`src/hw/rtl/irpwd_pkg.sv`:
```
// ---------------------------------------------------------------------------
// irpwd_pkg
// shared types and constants of the ir pulse width decoder
// ---------------------------------------------------------------------------
`default_nettype none

package irpwd_pkg;

	// widths of the beat fields and registers
	localparam int WIDTH_W   = 16;
	localparam int COUNT_W   = 6;
	localparam int CMD_W     = 32;
	localparam int MAX_BITS  = 32;
	localparam int CFG_IDX_W = 3;
	localparam int CFG_DATA_W = WIDTH_W;

	// queue between front and back
	localparam int QDEPTH  = 2;
	localparam int QPTR_W  = $clog2(QDEPTH);
	localparam int QCNT_W  = $clog2(QDEPTH + 1);

	// register reset values
	localparam logic [WIDTH_W-1:0] START_MIN_RST = WIDTH_W'(7000);
	localparam logic [WIDTH_W-1:0] START_MAX_RST = WIDTH_W'(8500);
	localparam logic [WIDTH_W-1:0] LONG_MIN_RST  = WIDTH_W'(1200);
	localparam logic [WIDTH_W-1:0] LONG_MAX_RST  = WIDTH_W'(1400);
	localparam logic [WIDTH_W-1:0] SHORT_MIN_RST = WIDTH_W'(300);
	localparam logic [WIDTH_W-1:0] SHORT_MAX_RST = WIDTH_W'(500);
	localparam logic [COUNT_W-1:0] BIT_COUNT_RST = COUNT_W'(11);

	// register indexes
	typedef enum logic [CFG_IDX_W-1:0] {
		CFG_START_MIN = 3'd0,
		CFG_START_MAX = 3'd1,
		CFG_LONG_MIN  = 3'd2,
		CFG_LONG_MAX  = 3'd3,
		CFG_SHORT_MIN = 3'd4,
		CFG_SHORT_MAX = 3'd5,
		CFG_BIT_COUNT = 3'd6
	} cfg_idx_t;

	// decoder state
	typedef enum logic [1:0] {
		ST_IDLE = 2'd0,
		ST_RECV = 2'd1,
		ST_CHK0 = 2'd2,
		ST_CHK1 = 2'd3
	} dec_state_t;

	// register file contents
	typedef struct packed {
		logic [WIDTH_W-1:0] start_lo;
		logic [WIDTH_W-1:0] start_hi;
		logic [WIDTH_W-1:0] long_min;
		logic [WIDTH_W-1:0] long_max;
		logic [WIDTH_W-1:0] short_min;
		logic [WIDTH_W-1:0] short_max;
		logic [COUNT_W-1:0] bit_count;
	} cfg_t;

	// classified event as held in the queue
	typedef struct packed {
		logic overflow;
		logic capture;
		logic line_level;
		logic in_start;
		logic in_long;
		logic in_short;
	} evt_t;

endpackage

`default_nettype wire

```
`src/hw/rtl/ir_pulse_width_decoder.sv`:
```
// ---------------------------------------------------------------------------
// ir_pulse_width_decoder
// infrared remote frame decoder fed by timer edge-capture events
// ---------------------------------------------------------------------------
// Takes one edge event per clock while the queue has room: the front end
// compares the pulse width against the start, long and short windows (all
// exclusive) and drops the classified beat into a two-entry queue; the back
// end runs the frame state machine on one queued beat per cycle while the
// output can take a result, and loads the inverted, masked bit pattern into
// an output register when bit_count bits have arrived. Sustained rate is one
// event per cycle while the output is not stalled, set by the back end taking
// one queue entry a cycle. A stalled output holds its beat while up to two
// further events are queued. The user must write registers through cfg_we/
// cfg_index/cfg_data only while the decoder is idle, unenforced by the block.
`default_nettype none

module ir_pulse_width_decoder (
	input  wire logic                               clk,
	input  wire logic                               arst_n,
	input  wire logic                               cfg_we,
	input  wire logic [irpwd_pkg::CFG_IDX_W-1:0]    cfg_index,
	input  wire logic [irpwd_pkg::CFG_DATA_W-1:0]   cfg_data,
	input  wire logic                               in_valid,
	output logic                                    in_stall,
	input  wire logic                               overflow,
	input  wire logic                               capture,
	input  wire logic                               line_level,
	input  wire logic [irpwd_pkg::WIDTH_W-1:0]      pulse_width,
	output logic                                    out_valid,
	input  wire logic                               out_stall,
	output logic [irpwd_pkg::CMD_W-1:0]             command
);

	irpwd_pkg::cfg_t  cfg;
	irpwd_pkg::evt_t  push_evt;
	irpwd_pkg::evt_t  head_evt;
	logic             push;
	logic             pop;
	logic             q_full;
	logic             q_valid;

	// register file
	irpwd_cfg u_cfg (
		.clk       (clk),
		.arst_n    (arst_n),
		.cfg_we    (cfg_we),
		.cfg_index (cfg_index),
		.cfg_data  (cfg_data),
		.cfg       (cfg)
	);

	// width classification
	irpwd_front u_front (
		.in_valid    (in_valid),
		.q_full      (q_full),
		.overflow    (overflow),
		.capture     (capture),
		.line_level  (line_level),
		.pulse_width (pulse_width),
		.cfg         (cfg),
		.in_stall    (in_stall),
		.push        (push),
		.push_evt    (push_evt)
	);

	// decoupling queue
	irpwd_queue u_queue (
		.clk      (clk),
		.arst_n   (arst_n),
		.push     (push),
		.push_evt (push_evt),
		.pop      (pop),
		.q_full   (q_full),
		.q_valid  (q_valid),
		.head_evt (head_evt)
	);

	// frame decoding
	irpwd_back u_back (
		.clk       (clk),
		.arst_n    (arst_n),
		.q_valid   (q_valid),
		.head_evt  (head_evt),
		.cfg       (cfg),
		.out_stall (out_stall),
		.pop       (pop),
		.out_valid (out_valid),
		.command   (command)
	);

endmodule

`default_nettype wire

```
`src/hw/rtl/irpwd_cfg.sv`:
```
// ---------------------------------------------------------------------------
// irpwd_cfg
// window and frame length registers, written through the plain write port
// ---------------------------------------------------------------------------
`default_nettype none

module irpwd_cfg (
	input  wire logic                               clk,
	input  wire logic                               arst_n,
	input  wire logic                               cfg_we,
	input  wire logic [irpwd_pkg::CFG_IDX_W-1:0]    cfg_index,
	input  wire logic [irpwd_pkg::CFG_DATA_W-1:0]   cfg_data,
	output irpwd_pkg::cfg_t                         cfg
);

	irpwd_pkg::cfg_t cfg_q;

	// register writes, unknown indexes ignored
	always_ff @(posedge clk or negedge arst_n) begin
		if (!arst_n) begin
			cfg_q.start_lo  <= irpwd_pkg::START_MIN_RST;
			cfg_q.start_hi  <= irpwd_pkg::START_MAX_RST;
			cfg_q.long_min  <= irpwd_pkg::LONG_MIN_RST;
			cfg_q.long_max  <= irpwd_pkg::LONG_MAX_RST;
			cfg_q.short_min <= irpwd_pkg::SHORT_MIN_RST;
			cfg_q.short_max <= irpwd_pkg::SHORT_MAX_RST;
			cfg_q.bit_count <= irpwd_pkg::BIT_COUNT_RST;
		end else if (cfg_we) begin
			case (irpwd_pkg::cfg_idx_t'(cfg_index))
				irpwd_pkg::CFG_START_MIN: cfg_q.start_lo  <= cfg_data;
				irpwd_pkg::CFG_START_MAX: cfg_q.start_hi  <= cfg_data;
				irpwd_pkg::CFG_LONG_MIN:  cfg_q.long_min  <= cfg_data;
				irpwd_pkg::CFG_LONG_MAX:  cfg_q.long_max  <= cfg_data;
				irpwd_pkg::CFG_SHORT_MIN: cfg_q.short_min <= cfg_data;
				irpwd_pkg::CFG_SHORT_MAX: cfg_q.short_max <= cfg_data;
				irpwd_pkg::CFG_BIT_COUNT: cfg_q.bit_count <= cfg_data[irpwd_pkg::COUNT_W-1:0];
				default: begin
				end
			endcase
		end
	end

	assign cfg = cfg_q;

endmodule

`default_nettype wire

```
`src/hw/rtl/irpwd_front.sv`:
```
// ---------------------------------------------------------------------------
// irpwd_front
// takes edge events and sorts the pulse width into the three windows
// ---------------------------------------------------------------------------
`default_nettype none

module irpwd_front (
	input  wire logic                             in_valid,
	input  wire logic                             q_full,
	input  wire logic                             overflow,
	input  wire logic                             capture,
	input  wire logic                             line_level,
	input  wire logic [irpwd_pkg::WIDTH_W-1:0]    pulse_width,
	input  irpwd_pkg::cfg_t                       cfg,
	output logic                                  in_stall,
	output logic                                  push,
	output irpwd_pkg::evt_t                       push_evt
);

	// input beat taken whenever the queue has room
	assign in_stall = q_full;
	assign push     = in_valid && !q_full;

	// exclusive window compares
	always_comb begin
		push_evt.overflow   = overflow;
		push_evt.capture    = capture;
		push_evt.line_level = line_level;
		push_evt.in_start   = (pulse_width > cfg.start_lo) && (pulse_width < cfg.start_hi);
		push_evt.in_long    = (pulse_width > cfg.long_min)  && (pulse_width < cfg.long_max);
		push_evt.in_short   = (pulse_width > cfg.short_min) && (pulse_width < cfg.short_max);
	end

endmodule

`default_nettype wire

```
`src/hw/rtl/irpwd_queue.sv`:
```
// ---------------------------------------------------------------------------
// irpwd_queue
// short fifo of classified events between front and back
// ---------------------------------------------------------------------------
`default_nettype none

module irpwd_queue (
	input  wire logic        clk,
	input  wire logic        arst_n,
	input  wire logic        push,
	input  irpwd_pkg::evt_t  push_evt,
	input  wire logic        pop,
	output logic             q_full,
	output logic             q_valid,
	output irpwd_pkg::evt_t  head_evt
);

	irpwd_pkg::evt_t                  mem_q [irpwd_pkg::QDEPTH];
	logic [irpwd_pkg::QPTR_W-1:0]     wr_ptr_q;
	logic [irpwd_pkg::QPTR_W-1:0]     rd_ptr_q;
	logic [irpwd_pkg::QCNT_W-1:0]     count_q;

	// entry storage
	always_ff @(posedge clk) begin
		if (push) begin
			mem_q[wr_ptr_q] <= push_evt;
		end
	end

	// pointers and fill level
	always_ff @(posedge clk or negedge arst_n) begin
		if (!arst_n) begin
			wr_ptr_q <= '0;
			rd_ptr_q <= '0;
			count_q  <= '0;
		end else begin
			if (push) begin
				wr_ptr_q <= (wr_ptr_q == irpwd_pkg::QPTR_W'(irpwd_pkg::QDEPTH - 1)) ?
					'0 : wr_ptr_q + 1'b1;
			end
			if (pop) begin
				rd_ptr_q <= (rd_ptr_q == irpwd_pkg::QPTR_W'(irpwd_pkg::QDEPTH - 1)) ?
					'0 : rd_ptr_q + 1'b1;
			end
			if (push && !pop) begin
				count_q <= count_q + 1'b1;
			end else if (pop && !push) begin
				count_q <= count_q - 1'b1;
			end
		end
	end

	assign q_full   = (count_q == irpwd_pkg::QCNT_W'(irpwd_pkg::QDEPTH));
	assign q_valid  = (count_q != '0);
	assign head_evt = mem_q[rd_ptr_q];

endmodule

`default_nettype wire

```
`src/hw/rtl/irpwd_back.sv`:
```
// ---------------------------------------------------------------------------
// irpwd_back
// frame state machine, bit shifter and output register
// ---------------------------------------------------------------------------
`default_nettype none

module irpwd_back (
	input  wire logic                           clk,
	input  wire logic                           arst_n,
	input  wire logic                           q_valid,
	input  irpwd_pkg::evt_t                     head_evt,
	input  irpwd_pkg::cfg_t                     cfg,
	input  wire logic                           out_stall,
	output logic                                pop,
	output logic                                out_valid,
	output logic [irpwd_pkg::CMD_W-1:0]         command
);

	irpwd_pkg::dec_state_t                state_q, state_d, state_ovf;
	logic [irpwd_pkg::COUNT_W-1:0]        bits_q, bits_d;
	logic [irpwd_pkg::MAX_BITS-1:0]       shift_q, shift_d;
	logic [irpwd_pkg::MAX_BITS-1:0]       mask;
	logic                                 out_ready;
	logic                                 emit;
	logic                                 out_valid_q;
	logic [irpwd_pkg::CMD_W-1:0]          command_q;

	// one event a cycle while the output register can take a result
	assign out_ready = !out_valid_q || !out_stall;
	assign pop       = q_valid && out_ready;

	// frame length mask, saturating at the shifter width
	always_comb begin
		if (cfg.bit_count >= irpwd_pkg::COUNT_W'(irpwd_pkg::MAX_BITS)) begin
			mask = '1;
		end else begin
			mask = (irpwd_pkg::MAX_BITS'(1) << cfg.bit_count) - irpwd_pkg::MAX_BITS'(1);
		end
	end

	// next state, shifter and frame end
	always_comb begin
		state_ovf = head_evt.overflow ? irpwd_pkg::ST_IDLE : state_q;
		state_d   = state_ovf;
		bits_d    = bits_q;
		shift_d   = shift_q;
		emit      = 1'b0;
		if (head_evt.capture) begin
			case (state_ovf)
				irpwd_pkg::ST_IDLE: begin
					if (!head_evt.line_level && head_evt.in_start) begin
						bits_d  = '0;
						shift_d = '0;
						state_d = irpwd_pkg::ST_RECV;
					end
				end
				irpwd_pkg::ST_RECV: begin
					if (head_evt.line_level) begin
						if (head_evt.in_short) begin
							shift_d = {shift_q[irpwd_pkg::MAX_BITS-2:0], 1'b0};
							bits_d  = bits_q + 1'b1;
							state_d = irpwd_pkg::ST_CHK0;
						end else if (head_evt.in_long) begin
							shift_d = {shift_q[irpwd_pkg::MAX_BITS-2:0], 1'b1};
							bits_d  = bits_q + 1'b1;
							state_d = irpwd_pkg::ST_CHK1;
						end else begin
							state_d = irpwd_pkg::ST_IDLE;
						end
					end
				end
				irpwd_pkg::ST_CHK0: begin
					if (!head_evt.line_level) begin
						state_d = head_evt.in_long ? irpwd_pkg::ST_RECV : irpwd_pkg::ST_IDLE;
					end
				end
				irpwd_pkg::ST_CHK1: begin
					if (!head_evt.line_level) begin
						state_d = head_evt.in_short ? irpwd_pkg::ST_RECV : irpwd_pkg::ST_IDLE;
					end
				end
				default: begin
					state_d = irpwd_pkg::ST_IDLE;
				end
			endcase
			// count check runs after every capture
			if (bits_d == cfg.bit_count) begin
				emit    = 1'b1;
				bits_d  = '0;
				state_d = irpwd_pkg::ST_IDLE;
			end
		end
	end

	// state register
	always_ff @(posedge clk or negedge arst_n) begin
		if (!arst_n) begin
			state_q <= irpwd_pkg::ST_IDLE;
			bits_q  <= '0;
			shift_q <= '0;
		end else if (pop) begin
			state_q <= state_d;
			bits_q  <= bits_d;
			shift_q <= shift_d;
		end
	end

	// output register, holds the beat while stalled
	always_ff @(posedge clk or negedge arst_n) begin
		if (!arst_n) begin
			out_valid_q <= 1'b0;
		end else if (pop && emit) begin
			out_valid_q <= 1'b1;
		end else if (!out_stall) begin
			out_valid_q <= 1'b0;
		end
	end

	// result payload
	always_ff @(posedge clk) begin
		if (pop && emit) begin
			command_q <= irpwd_pkg::CMD_W'(~shift_d & mask);
		end
	end

	assign out_valid = out_valid_q;
	assign command   = command_q;

endmodule

`default_nettype wire

```
`config.mk`:
```
export PLATFORM = sky130hd
export DESIGN_NAME = ir_pulse_width_decoder
export DESIGN_NICKNAME = d
export VERILOG_FILES = /design/src/hw/rtl/irpwd_pkg.sv /design/src/hw/rtl/ir_pulse_width_decoder.sv /design/src/hw/rtl/irpwd_cfg.sv /design/src/hw/rtl/irpwd_front.sv /design/src/hw/rtl/irpwd_queue.sv /design/src/hw/rtl/irpwd_back.sv
export SDC_FILE = /design/constraint.sdc
export NUM_CORES = 1
export LEC_CHECK = 0
export BUFFER_PORTS_ARGS = -buffer_cell sky130_fd_sc_hd__buf_2
export CAP_MARGIN = 0
export CORE_UTILIZATION = 40
export CTS_BUF_LIST = sky130_fd_sc_hd__clkbuf_2 sky130_fd_sc_hd__clkbuf_4 sky130_fd_sc_hd__clkbuf_8
export CTS_CLUSTER_SIZE = 14
export DETAILED_ROUTE_END_ITERATION = 10
export PLACE_DENSITY = 0.56
export SLEW_MARGIN = 20
export SYNTH_ARGS = -nofsm -noshare
export SYNTH_HDL_FRONTEND = slang
export SYNTH_SLANG_ARGS = --single-unit
```
`constraint.sdc`:
```
create_clock -name clk -period 6.1 [get_ports clk]
set_clock_uncertainty 0.05 [all_clocks]
set_input_delay 0.61 -clock clk [delete_from_list [all_inputs] [get_ports clk]]
set_output_delay 0.61 -clock clk [all_outputs]
set_load 0.02 [all_outputs]
```
==> flow_metrics.tcl <==
set metrics [dict create \
    io_buffers 76 \
    layout_setup_ws_ns 2.38 \
    gr-usage-all-layers 0.194 \
    setup_viol 0 \
    critPathRequiredTime_ns 6.30 \
    fill_cells 2501 \
    cts.reportedPaths.clkPinSlew_ns 0.12 \
    die_w_um 163 \
    clockBufferDepth 2 \
    worst_setup_path_end_kind "flip-flop" \
    core_mm2 0.0254 \
    synth_top_flop_cell "dfrtp_1" \
    whs_ns 0.137 \
    io_pins 77 \
    synth_area_leader_cell "dfrtp_1" \
    tritoncts "yes" \
    grt_pass1_wl_um 40200 \
    initial_core_util 0.411 \
    syn_nets 1140 \
    startpoint_type "flip-flop" \
    clk_latency_ns 0.48 \
    finalInstanceArea_mm2 0.0116 \
    seq_area_mm2 0.00504 \
    max_freq_mhz 269 \
    crit_fanout 17 \
    multi_input_area_mm2 0.00486 \
    numCtsBuffers 17 \
    die-height_um 163 \
    slew_violations 0 \
    place.gp.congestion 0.865 \
    rsz0062_at_grt "false" \
    postSynthCellCount 1001 \
    busiest_layer "met2" \
    dp_cells 1373 \
    global_route.usage.met1 0.269 \
    cap_violations 0 \
    grt_overflow 0 \
    diodes 0 \
    clkSinkCount 191 \
    outcome "finished, final reports clean" \
    synth_common_cells "dfrtp_1, nand2_1, inv_1" \
    die-area_mm2 0.0267 \
    total_power_mw 3.68 \
    tightest_slew_ns 1.10 \
    synth.area.top_cells "dfrtp_1, edfxtp_1, ha_1" \
    nNetsFinal 1201 \
    hpwl_um 17200 \
    wl_um 24400 \
    antenna_left 0 \
    cts_setup_buffers 0 \
    cts_max_level 4 \
    ys_types 61 \
    dpl_cell_area_mm2 0.0112 \
    yosysMostFrequentCell "dfrtp_1" \
    drc 0 \
    ys_seq_elements 191 \
    vdd_drop_max_v 0.000161 \
    synth-edff-count 44 \
    yosysSeqAreaShare 0.484 \
    syn_area_mm2 0.0104 \
    tns_ns 0 \
    critPathKind "flip-flop to flip-flop" \
    num_rows 58 \
    synth-async-reset-ratio 0.770 \
    min_path_type "input port to async pin" \
    drive_gt1_frac 0.202 \
    syn2layout_area_growth_pct 10.8 \
    leakagePower_nw 5.10 \
    avgSynthCellArea_um2 10.4 \
    grt_antenna_before_repair 0 \
    powerDensity_mw_per_mm2 319 \
    stdcell_count 1405 \
    hold_viol_final 0 \
    wl_per_cell_um 17.4 \
    place_ws_ns 2.44 \
    synth_top_area_frac 0.269 \
    grt_util_met2 0.314 \
    grt_pass1_vias 7536 \
    post-route-period-util 0.609 \
    via_per_inst 5.46 \
    first_pass_iters 9 \
    post-route-util 0.455 \
    arrival_ns 3.92 \
    grt_max_degree 99 \
    cts_resized 0 \
    slew_headroom 0.259 \
    min_period_ns 3.72 \
    use_met3 0.0279 \
    root_buffer "clkbuf_8" \
    via_count 7670 \
    cts_hold_buffers 0 \
    yosys_warnings 0 \
    drtIter0Drc 566 \
]
==> worst paths after layout <==
check | startpoint | end | slack (ns) | depth (start not counted)
max in group asynchronous | arst_n | u_back.bits_q[0]$_DFFE_PN0P_ | 4.55 | 2
worst max register to register | u_cfg.cfg[2]$_DFFE_PN0P_ | u_back.command[30]$_DFFE_PP_ | 2.38 | 11
worst min-delay path | arst_n | u_cfg.cfg[65]$_DFFE_PN0P_ | 0.14 | 1
worst max-delay path | u_cfg.cfg[2]$_DFFE_PN0P_ | u_back.command[30]$_DFFE_PP_ | 2.38 | 11
worst min register to register | u_queue.wr_ptr_q$_DFFE_PN0P_ | u_queue.wr_ptr_q$_DFFE_PN0P_ | 0.45 | 1
min in group clk | capture | u_queue.mem_q[0][4]$_DFFE_PP_ | 0.29 | 1
==> layout make-up <==
type / instances / area share
clock buffer: 19 / 0.0215
clock inverter: 13 / 0.0130
inverter: 101 / 0.0328
multi-input combinational: 665 / 0.420
sequential: 191 / 0.436
tap: 330 / 0.0357
timing repair buffer: 86 / 0.0400
==> critical path: stages, from the launching register on <==
cell and delay (ns):
dfrtp_1 0.70, inv_1 0.25, nand2_1 0.29, nor3_1 0.11
inv_1 0.07, ha_1 0.47, o21ai_0 0.54, a21oi_1 0.42
nand2_1 0.11, o21ai_0 0.09, nand2_1 0.08, a222oi_1 0.32
==> kinds of logic (layout without fill, tap and decap cells) <==
group	count (synthesis)	count (layout)	synth area share
adders and majority gates	96	96	0.115
DFF	191	191	0.484
muxes	50	50	0.0540
buffers and inverters	145	219	0.0530
xor gates and xnor gates	13	13	0.0116
and+or+nand+nor	223	223	0.100
AOI/OAI and AO/OA	283	283	0.182
==> where the power goes <==
| group | switching [mW] | total, mW | leakage (nW) | internal, mW |
|---|---|---|---|---|
| clock network | 0.502 | 0.854 | 0.205 | 0.352 |
| registers | 0.147 | 1.72 | 2.19 | 1.57 |
| logic | 0.659 | 1.11 | 2.70 | 0.452 |
| total | 1.31 | 3.68 | 5.10 | 2.37 |
==> flip-flops by register name, indices dropped and copies added (netlist names) <==
register,flops
u_queue.mem_q,12
u_back.command,32
u_cfg.cfg,102
u_queue.rd_ptr_q,1
u_back.shift_q,32
u_back.out_valid,1
u_back.bits_q,6
u_back.state_q,2
u_queue.wr_ptr_q,1
u_queue.count_q,2
==> layout by cell type (no fill, tap or decap), drive strengths merged, types with 3 or more instances in the layout <==
cell | Yosys | routed
dfrtp | 112 | 112
inv | 101 | 108
nand2 | 106 | 106
o21ai | 99 | 99
ha | 96 | 96
buf | 6 | 86
mux2 | 47 | 47
edfxtp | 44 | 44
a21oi | 41 | 41
nor2 | 40 | 40
dfstp | 35 | 35
a22o | 32 | 32
a21o | 22 | 22
a221oi | 22 | 22
clkbuf | 38 | 19
nand4 | 17 | 17
nor3 | 14 | 14
a222oi | 12 | 12
a211oi | 10 | 10
nor2b | 10 | 10
xnor2 | 10 | 10
nand3 | 9 | 9
o21a | 8 | 8
nand2b | 6 | 6
o211ai | 5 | 5
clkinv | 0 | 5
or3 | 4 | 4
a31oi | 4 | 4
a211o | 4 | 4
a21boi | 4 | 4
or2 | 3 | 3
xor2 | 3 | 3
o31ai | 3 | 3
o21bai | 3 | 3
nand4b | 3 | 3
mux2i | 3 | 3
o22ai | 3 | 3
nor3b | 3 | 3
==> metal layers <==
layer | vias up | part of all wire
li1 | 3738 | -
met4 | 0 | 0.011
met5 | - | 0
met2 | 126 | 0.48
met3 | 15 | 0.030
met1 | 3791 | 0.48
Power figures use the tool's default switching activity.
